`src/design/dss_pkg.sv`:
```
`timescale 1ns / 1ps
// shared constants, codes and types of the disk seek scheduler
package dss_pkg;
    localparam int QUEUE_DEPTH = 32;
    localparam int TRACK_BITS  = 16;
    localparam int ID_BITS     = 16;
    localparam int IDX_W       = $clog2(QUEUE_DEPTH);
    localparam int CNT_W       = $clog2(QUEUE_DEPTH + 1);
    localparam int ENTRY_W     = ID_BITS + TRACK_BITS + 1;

    localparam logic [2:0] MODE_FIFO  = 3'd0;
    localparam logic [2:0] MODE_SSTF  = 3'd1;
    localparam logic [2:0] MODE_LOOK  = 3'd2;
    localparam logic [2:0] MODE_CLOOK = 3'd3;
    localparam logic [2:0] MODE_FLOOK = 3'd4;

    localparam logic CMD_ENQ  = 1'b0;
    localparam logic CMD_PICK = 1'b1;

    localparam logic [1:0] STAT_ENQ   = 2'd0;
    localparam logic [1:0] STAT_GRANT = 2'd1;
    localparam logic [1:0] STAT_EMPTY = 2'd2;
    localparam logic [1:0] STAT_FULL  = 2'd3;

    typedef enum logic [1:0] {
        SEQ_IDLE,
        SEQ_SCAN,
        SEQ_SHIFT,
        SEQ_DONE
    } seq_state_t;

    typedef enum logic [2:0] {
        KEY_ZERO,
        KEY_UP,
        KEY_DOWN,
        KEY_ABS,
        KEY_TRACK
    } key_mode_t;
endpackage

```
`src/design/dss_ram.sv`:
```
`timescale 1ns / 1ps
// generic single write port ram with registered read
module dss_ram #(
    parameter int WIDTH = 8,
    parameter int DEPTH = 32
) (
    input  logic                     aclk,
    input  logic                     we,
    input  logic [$clog2(DEPTH)-1:0] waddr,
    input  logic [WIDTH-1:0]         wdata,
    input  logic                     re,
    input  logic [$clog2(DEPTH)-1:0] raddr,
    output logic [WIDTH-1:0]         rdata
);
    logic [WIDTH-1:0] mem [DEPTH];

    always_ff @(posedge aclk) begin
        if (we) begin
            mem[waddr] <= wdata;
        end
        if (re) begin
            rdata <= mem[raddr];
        end
    end
endmodule

```
`src/design/disk_seek_scheduler.sv`:
```
`timescale 1ns / 1ps
// disk seek scheduler top level: request store, scan sequencer and ports
//
// Input transactions carry a command in s_axis_tuser (0 enqueue, 1 pick) and
// request id, request track and head track in s_axis_tdata. Every input
// transaction yields exactly one result transaction: status in m_axis_tuser,
// granted id/track, sweep direction and active set in m_axis_tdata.
// An enqueue goes straight from idle to the result state. A pick scans the
// store through one ram read port and one subtract/compare unit, one entry
// per cycle; fifo and shortest seek use one pass, look and circular look up
// to two, flip-set look up to four. A grant then shifts the younger entries
// down one place.
// The input is taken only while the sequencer is idle; a finished result
// waits in the output register while the sequencer already takes the next
// transaction, and the sequencer holds a new result until the receiver
// takes the old one.
// Reset (aresetn low, synchronous) empties the store, sets the sweep upward,
// selects set zero and policy fifo. The policy register is written over apb.
module disk_seek_scheduler
    import dss_pkg::*;
(
    input  logic        aclk,
    input  logic        aresetn,
    input  logic        s_axis_tvalid,
    output logic        s_axis_tready,
    // request_id [15:0], request_track [31:16], head_track [47:32]
    input  logic [47:0] s_axis_tdata,
    // command
    input  logic        s_axis_tuser,
    output logic        m_axis_tvalid,
    input  logic        m_axis_tready,
    // granted_id [15:0], granted_track [31:16], direction_up [32],
    // active_queue_now [33], zero fill [39:34]
    output logic [39:0] m_axis_tdata,
    // status
    output logic [1:0]  m_axis_tuser,
    input  logic        psel,
    input  logic        penable,
    input  logic        pwrite,
    input  logic [2:0]  paddr,
    input  logic [31:0] pwdata,
    output logic [31:0] prdata,
    output logic        pready
);
    seq_state_t              state_reg, state_next;
    logic [2:0]              mode_reg, mode_next;
    logic [CNT_W-1:0]        count_reg, count_next;
    logic                    sweep_reg, sweep_next;
    logic                    active_reg, active_next;
    logic [1:0]              pass_reg, pass_next;
    logic [CNT_W-1:0]        issue_reg, issue_next;
    logic                    pend_reg, pend_next;
    logic [IDX_W-1:0]        pidx_reg, pidx_next;
    logic                    bvld_reg, bvld_next;
    logic [TRACK_BITS-1:0]   bd_reg, bd_next;
    logic [IDX_W-1:0]        bidx_reg, bidx_next;
    logic [ID_BITS-1:0]      bid_reg, bid_next;
    logic [TRACK_BITS-1:0]   btrk_reg, btrk_next;
    logic [TRACK_BITS-1:0]   head_reg, head_next;
    logic [1:0]              stat_reg, stat_next;
    logic                    mval_reg, mval_next;
    logic [1:0]              mstat_reg, mstat_next;
    logic [ID_BITS-1:0]      mid_reg, mid_next;
    logic [TRACK_BITS-1:0]   mtrk_reg, mtrk_next;
    logic                    mdir_reg, mdir_next;
    logic                    mact_reg, mact_next;

    logic                    ram_we, ram_re;
    logic [IDX_W-1:0]        ram_waddr, ram_raddr;
    logic [ENTRY_W-1:0]      ram_wdata, ram_rdata;

    logic [ID_BITS-1:0]      e_id;
    logic [TRACK_BITS-1:0]   e_trk;
    logic                    e_set;
    logic                    ge, elig;
    logic [TRACK_BITS-1:0]   key;
    key_mode_t               kmode;
    logic                    pass_up, mode_look, mode_clook, mode_flook, mode_sstf;
    logic                    in_acc, cfg_wr, pass_end;

    dss_ram #(.WIDTH(ENTRY_W), .DEPTH(QUEUE_DEPTH)) u_ram (
        .aclk  (aclk),
        .we    (ram_we),
        .waddr (ram_waddr),
        .wdata (ram_wdata),
        .re    (ram_re),
        .raddr (ram_raddr),
        .rdata (ram_rdata)
    );

    assign s_axis_tready = (state_reg == SEQ_IDLE);
    assign in_acc        = s_axis_tvalid && s_axis_tready;
    assign pready        = 1'b1;
    assign cfg_wr        = psel && penable && pwrite && (paddr[2] == 1'b0);
    assign prdata        = (paddr[2] == 1'b0) ? {29'd0, mode_reg} : 32'd0;

    assign m_axis_tvalid = mval_reg;
    assign m_axis_tuser  = mstat_reg;
    assign m_axis_tdata  = {6'd0, mact_reg, mdir_reg, mtrk_reg, mid_reg};

    assign e_id  = ram_rdata[ID_BITS-1:0];
    assign e_trk = ram_rdata[ID_BITS+TRACK_BITS-1:ID_BITS];
    assign e_set = ram_rdata[ENTRY_W-1];

    assign mode_sstf  = (mode_reg == MODE_SSTF);
    assign mode_look  = (mode_reg == MODE_LOOK);
    assign mode_clook = (mode_reg == MODE_CLOOK);
    assign mode_flook = (mode_reg == MODE_FLOOK);
    assign pass_up    = mode_clook ? 1'b1 : (sweep_reg ^ pass_reg[0]);
    assign pass_end   = (issue_reg >= count_reg) && !pend_reg;

    // key selection for the shared distance unit
    always_comb begin
        if (mode_sstf) begin
            kmode = KEY_ABS;
        end else if (mode_look || mode_flook || (mode_clook && pass_reg == 2'd0)) begin
            kmode = pass_up ? KEY_UP : KEY_DOWN;
        end else if (mode_clook) begin
            kmode = KEY_TRACK;
        end else begin
            kmode = KEY_ZERO;
        end
    end

    // shared subtract and eligibility unit
    always_comb begin
        ge   = (e_trk >= head_reg);
        key  = ge ? (e_trk - head_reg) : (head_reg - e_trk);
        elig = 1'b1;
        case (kmode)
            KEY_ZERO:  key = '0;
            KEY_UP:    elig = ge;
            KEY_DOWN:  elig = (e_trk <= head_reg);
            KEY_ABS:   elig = 1'b1;
            KEY_TRACK: key = e_trk;
            default:   key = '0;
        endcase
        if (mode_flook && (e_set != active_reg)) begin
            elig = 1'b0;
        end
    end

    always_ff @(posedge aclk) begin
        if (!aresetn) begin
            state_reg  <= SEQ_IDLE;
            mode_reg   <= MODE_FIFO;
            count_reg  <= '0;
            sweep_reg  <= 1'b1;
            active_reg <= 1'b0;
            pend_reg   <= 1'b0;
            mval_reg   <= 1'b0;
        end else begin
            state_reg  <= state_next;
            mode_reg   <= mode_next;
            count_reg  <= count_next;
            sweep_reg  <= sweep_next;
            active_reg <= active_next;
            pend_reg   <= pend_next;
            mval_reg   <= mval_next;
        end
        pass_reg  <= pass_next;
        issue_reg <= issue_next;
        pidx_reg  <= pidx_next;
        bvld_reg  <= bvld_next;
        bd_reg    <= bd_next;
        bidx_reg  <= bidx_next;
        bid_reg   <= bid_next;
        btrk_reg  <= btrk_next;
        head_reg  <= head_next;
        stat_reg  <= stat_next;
        mstat_reg <= mstat_next;
        mid_reg   <= mid_next;
        mtrk_reg  <= mtrk_next;
        mdir_reg  <= mdir_next;
        mact_reg  <= mact_next;
    end

    always_comb begin
        state_next  = state_reg;
        mode_next   = cfg_wr ? pwdata[2:0] : mode_reg;
        count_next  = count_reg;
        sweep_next  = sweep_reg;
        active_next = active_reg;
        pass_next   = pass_reg;
        issue_next  = issue_reg;
        pend_next   = 1'b0;
        pidx_next   = pidx_reg;
        bvld_next   = bvld_reg;
        bd_next     = bd_reg;
        bidx_next   = bidx_reg;
        bid_next    = bid_reg;
        btrk_next   = btrk_reg;
        head_next   = head_reg;
        stat_next   = stat_reg;
        mval_next   = mval_reg && !m_axis_tready;
        mstat_next  = mstat_reg;
        mid_next    = mid_reg;
        mtrk_next   = mtrk_reg;
        mdir_next   = mdir_reg;
        mact_next   = mact_reg;
        ram_we      = 1'b0;
        ram_waddr   = count_reg[IDX_W-1:0];
        ram_wdata   = {~active_reg, s_axis_tdata[16+TRACK_BITS-1:16],
                       s_axis_tdata[ID_BITS-1:0]};
        ram_re      = 1'b0;
        ram_raddr   = issue_reg[IDX_W-1:0];

        case (state_reg)
            SEQ_IDLE: begin
                if (in_acc) begin
                    head_next = s_axis_tdata[32+TRACK_BITS-1:32];
                    bid_next  = '0;
                    btrk_next = '0;
                    pass_next = 2'd0;
                    issue_next = '0;
                    bvld_next = 1'b0;
                    state_next = SEQ_DONE;
                    if (s_axis_tuser == CMD_ENQ) begin
                        if (count_reg == CNT_W'(QUEUE_DEPTH)) begin
                            stat_next = STAT_FULL;
                        end else begin
                            ram_we     = 1'b1;
                            count_next = count_reg + CNT_W'(1);
                            stat_next  = STAT_ENQ;
                        end
                    end else if (!mode_flook && count_reg == '0) begin
                        stat_next = STAT_EMPTY;
                    end else begin
                        state_next = SEQ_SCAN;
                    end
                end
            end
            SEQ_SCAN: begin
                if (issue_reg < count_reg) begin
                    ram_re     = 1'b1;
                    pend_next  = 1'b1;
                    pidx_next  = issue_reg[IDX_W-1:0];
                    issue_next = issue_reg + CNT_W'(1);
                end
                if (pend_reg && elig && (!bvld_reg || key < bd_reg)) begin
                    bvld_next = 1'b1;
                    bd_next   = key;
                    bidx_next = pidx_reg;
                    bid_next  = e_id;
                    btrk_next = e_trk;
                end
                if (pass_end) begin
                    issue_next = '0;
                    bvld_next  = 1'b0;
                    if (bvld_reg) begin
                        // a hit on the opposite side turns the sweep around
                        if ((mode_look || mode_flook) && pass_reg[0]) begin
                            sweep_next = ~sweep_reg;
                        end
                        stat_next  = STAT_GRANT;
                        issue_next = CNT_W'(bidx_reg) + CNT_W'(1);
                        state_next = SEQ_SHIFT;
                    end else if ((mode_flook && pass_reg != 2'd3) ||
                                 ((mode_look || mode_clook) && pass_reg == 2'd0)) begin
                        pass_next = pass_reg + 2'd1;
                        // active set found empty on both sides: swap sets
                        if (mode_flook && pass_reg == 2'd1) begin
                            active_next = ~active_reg;
                        end
                    end else begin
                        stat_next  = STAT_EMPTY;
                        bid_next   = '0;
                        btrk_next  = '0;
                        state_next = SEQ_DONE;
                    end
                end
            end
            SEQ_SHIFT: begin
                if (issue_reg < count_reg) begin
                    ram_re     = 1'b1;
                    pend_next  = 1'b1;
                    pidx_next  = issue_reg[IDX_W-1:0];
                    issue_next = issue_reg + CNT_W'(1);
                end
                if (pend_reg) begin
                    ram_we    = 1'b1;
                    ram_waddr = pidx_reg - IDX_W'(1);
                    ram_wdata = ram_rdata;
                end
                if (pass_end) begin
                    count_next = count_reg - CNT_W'(1);
                    state_next = SEQ_DONE;
                end
            end
            SEQ_DONE: begin
                if (!mval_reg || m_axis_tready) begin
                    mval_next  = 1'b1;
                    mstat_next = stat_reg;
                    mid_next   = bid_reg;
                    mtrk_next  = btrk_reg;
                    mdir_next  = sweep_reg;
                    mact_next  = active_reg;
                    state_next = SEQ_IDLE;
                end
            end
            default: begin
                state_next = SEQ_IDLE;
            end
        endcase
    end

    a_count_bound: assert property (@(posedge aclk) disable iff (!aresetn)
        count_reg <= CNT_W'(QUEUE_DEPTH))
        else $error("entry count beyond store depth");

    a_busy_after_take: assert property (@(posedge aclk) disable iff (!aresetn)
        in_acc |=> !s_axis_tready)
        else $error("input taken while previous transaction in work");

    a_shift_has_winner: assert property (@(posedge aclk) disable iff (!aresetn)
        (state_reg == SEQ_SHIFT) |-> (stat_reg == STAT_GRANT && count_reg != '0))
        else $error("shift without a granted entry");
endmodule
```
`config.mk`:
```
export PLATFORM = sky130hd
export DESIGN_NAME = disk_seek_scheduler
export DESIGN_NICKNAME = d
export VERILOG_FILES = /design/src/design/dss_pkg.sv /design/src/design/dss_ram.sv /design/src/design/disk_seek_scheduler.sv
export SDC_FILE = /design/constraint.sdc
export NUM_CORES = 1
export LEC_CHECK = 0
export BUFFER_PORTS_ARGS = -buffer_cell sky130_fd_sc_hd__buf_2
export CORE_AREA = 2 2 411 413
export CTS_CLUSTER_SIZE = 14
export DETAILED_ROUTE_END_ITERATION = 10
export DIE_AREA = 0 0 413 415
export GPL_ROUTABILITY_DRIVEN = 0
export GPL_TIMING_DRIVEN = 0
export RECOVER_POWER = 50
export SLEW_MARGIN = 20
export SYNTH_ARGS = -nofsm -noshare
export SYNTH_HDL_FRONTEND = slang
export SYNTH_SLANG_ARGS = --single-unit
```
`constraint.sdc`:
```
create_clock -name aclk -period 12.4 [get_ports aclk]
set_input_delay 1.24 -clock aclk [delete_from_list [all_inputs] [get_ports aclk]]
set_output_delay 1.24 -clock aclk [all_outputs]
set_load 0.01 [all_outputs]
```
==> flow_metrics.py <==
metrics = {
    "logic_synthesis": {
        "ys_warn_count": 0,
        "ys_types": 72,
        "synth_seq_area_share_pct": 73.4,
        "synth_area_mm2": 0.0499,
        "synthArstFlopShare_pct": 0,
        "synth_edf_count": 1210,
        "synthFlopType": "edfxtp_1",
        "synthCells": 2450,
        "avgSynthCellArea_um2": 20.4,
        "synth_seq_cells": 1225,
    },
    "placement": {
        "port_buffers": 100,
        "dpl_cell_area_mm2": 0.0555,
        "place_hpwl_um": 89300,
    },
    "floorplanning": {
        "die_h_um": 415,
        "num_io_pins": 168,
        "fp-row-count": 150,
        "die_area_mm2": 0.171,
        "start_util_pct": 30.0,
        "coreArea_mm2": 0.167,
        "die_w_um": 413,
    },
    "worst_hold_path": {
        "hp-start": "stat_reg[0]",
        "hold_class": "flop to flop",
    },
    "routing": {
        "first_iter_violations": 3071,
        "ant_nets": 0,
        "via_per_inst": 4.96,
        "firstDrtPassIters": 5,
        "routed-via-count": 25226,
        "wl_per_cell_um": 25.5,
        "drcViolationCount": 0,
        "wl_um": 130000,
    },
    "status": {
        "status": "finished with violations",
        "violations": "max-capacitance violations, max-slew violations",
    },
    "sta": {
        "final_hold_viol_count": 0,
        "setup_violations": 0,
        "fin_crit_sh_pct": 53.7,
        "rsz0062_at_grt": "no",
        "timing.fmax_mhz": 150,
        "fin_crit_ps": 6660,
        "tightest_slew_ps": 3640,
        "skew_ps": 39.5,
        "max_slew_margin_pct": -145,
        "drv_slew": 189,
        "fin_tns_setup_ps": 0,
    },
    "global_route": {
        "grt-ovfl-total": 0,
        "grt_max_degree": 33,
        "grt.total_usage_pct": 14.9,
        "antenna_found_initial": 7,
        "grt_pass1_vias": 25092,
        "grt_pass1_wl_um": 184000,
    },
    "clock_tree": {
        "cts_sinks": 1225,
        "cts_tree": "built",
        "post_cts_buffers": 0,
        "numCtsBuffers": 115,
        "clockBufferDepth": 3,
        "clkLatencyLatePin_ps": 750,
        "cts-root-buf": "clkbuf_16",
        "clkTransAtPathRegs_ps": 60,
        "cts_resized": 0,
        "hold_buffers": 0,
        "h-tree-depth": 3,
    },
    "finish": {
        "fillers": 15425,
        "regMostFlops": "u_ram.mem",
        "largest_register_ffs": 1056,
        "area_growth_pct": 17.7,
        "largestRegisters": "u_ram.mem: 1056 flops, u_ram.rdata: 33 flops",
        "drive_above_1_share_pct": 26.9,
        "nets": 2944,
        "post-route-cell-area_mm2": 0.0588,
    },
    "setup_path": {
        "worstSetupEndpointType": "flop",
        "r2r-start": "u_ram.rdata[16]",
        "start_kind": "flop",
        "cp-startpoint": "u_ram.rdata[16]",
        "reg2reg_slack_ps": 5740,
        "cp.required_ps": 12730,
        "critPathMaxFanout": 21,
        "worstPathArrival_ps": 6980,
        "worstSetupPathType": "flop to flop",
    },
    "job": {
        "cap_violations": 8,
    },
    "power_and_ir_drop": {
        "leakagePower_nw": 18.7,
        "ir_worst_vdd_v": 0.000141,
        "power_density_mw_per_mm2": 213,
    },
}
synth_stat cells, drive strengths merged, types with 26 or more instances:
cell type  count  area [um2]
nor2         109         409
a21o          26         195
o21ai         51         255
clkbuf        71         267
buf           83         549
mux2          53         597
a21oi         36         184
edfxtp      1210       36300
mux4         330        7430
inv           78         293
ha            67         838
nand2         74         278
mux2i         46         460
area by class of cell:
| cell class | count | area [um2] | area share, % |
|---|---|---|---|
| inverter | 78 | 293 | 0.498 |
| antenna | 2 | 5.00 | 0.00852 |
| buffer | 154 | 830 | 1.41 |
| clock inverter | 77 | 821 | 1.40 |
| tap | 2204 | 2760 | 4.69 |
| multi-input combinational | 1027 | 12500 | 21.3 |
| timing repair buffer | 182 | 1910 | 3.24 |
| clock buffer | 136 | 2980 | 5.07 |
| sequential | 1225 | 36600 | 62.3 |
worst paths after layout:
check                    endpoint  cells after the start
setup / recovery        bd_reg[8]                     23
hold / removal    m_axis_tuser[0]                      0
setup reg to reg        bd_reg[8]                     23
hold reg to reg   m_axis_tuser[0]                      0
placed cells by master (no fill, tap or decap), types with 24 or more instances in the layout:
master     instances
inv_1             78
buf_2             85
a21oi_1           34
ha_1              67
o21ai_0           44
clkbuf_1         148
mux2i_1           46
buf_12            40
clkbuf_16        116
edfxtp_1        1210
nor2_1            85
clkinv_1          34
conb_1            36
buf_4             41
mux4_2           330
a21o_1            26
mux2_2            36
nand2_1           74
nor2_4            24
critical path, stage by stage, from the launching register on:
cell and delay [ps]:
edfxtp_1 490, inv_1 250, ha_1 270, inv_1 70, fa_1 420, a211oi_1 350
o211ai_1 200, nand3_1 310, nand3_2 150, buf_6 190, buf_4 200, a22oi_1 230
xnor2_1 100, o21ai_0 240, ha_1 300, a21o_1 170, a21o_1 180, a21o_1 170
a21oi_1 130, o21ai_0 120, nor3b_2 200, buf_4 380, buf_6 240, and2_1 890
metrics by stage:
stage | cells | total power, mW | utilization (%) | hold WS (ps) | worst slack (ps)
finish | 5085 | 12.5 | 35.3 | 431 | 5740
global route | 5084 | 13.1 | 35.3 | 446 | 5280
CTS | 5083 | 12.7 | 35.6 | 435 | 5730
detailed placement | 4870 | 9.09 | 33.3 | 420 | 5770
global placement | 4788 | 8.97 | 32.0 | 418 | 5030
floorplan | 2484 | 7.70 | - | 400 | 7330
kinds of logic (layout without fill, tap and decap cells):
group / count (synthesis) / in the layout / share of synthesized area [%]
buffers and inverters: 232 / 627 / 2.22
flip-flops: 1225 / 1225 / 73.4
adder cells (fa/ha/maj): 70 / 70 / 1.80
other: 2 / 38 / 0.0150
multiplexers: 429 / 429 / 17.0
XOR/XNOR: 32 / 32 / 0.561
AO/OA/AOI/OAI: 181 / 181 / 2.45
AND/OR/NAND/NOR: 279 / 279 / 2.59
routing by layer:
metal / wire length [um] / GRT usage, % / part of all wire, % / vias up
met2: 62100 / 24.0 / 48 / 990
met1: 54700 / 20.3 / 42 / 13403
met5: 26 / 0 / 0.020 / -
met4: 2720 / 3.41 / 2.1 / 4
li1: - / - / - / 10629
met3: 10200 / 3.67 / 7.8 / 200
power by group:
part	internal [mW]	switching, mW
logic	1.59	2.17
clock network	2.01	1.58
registers	5.01	0.184
total	8.61	3.93
Note: power is estimated with default switching activity, not from simulation.
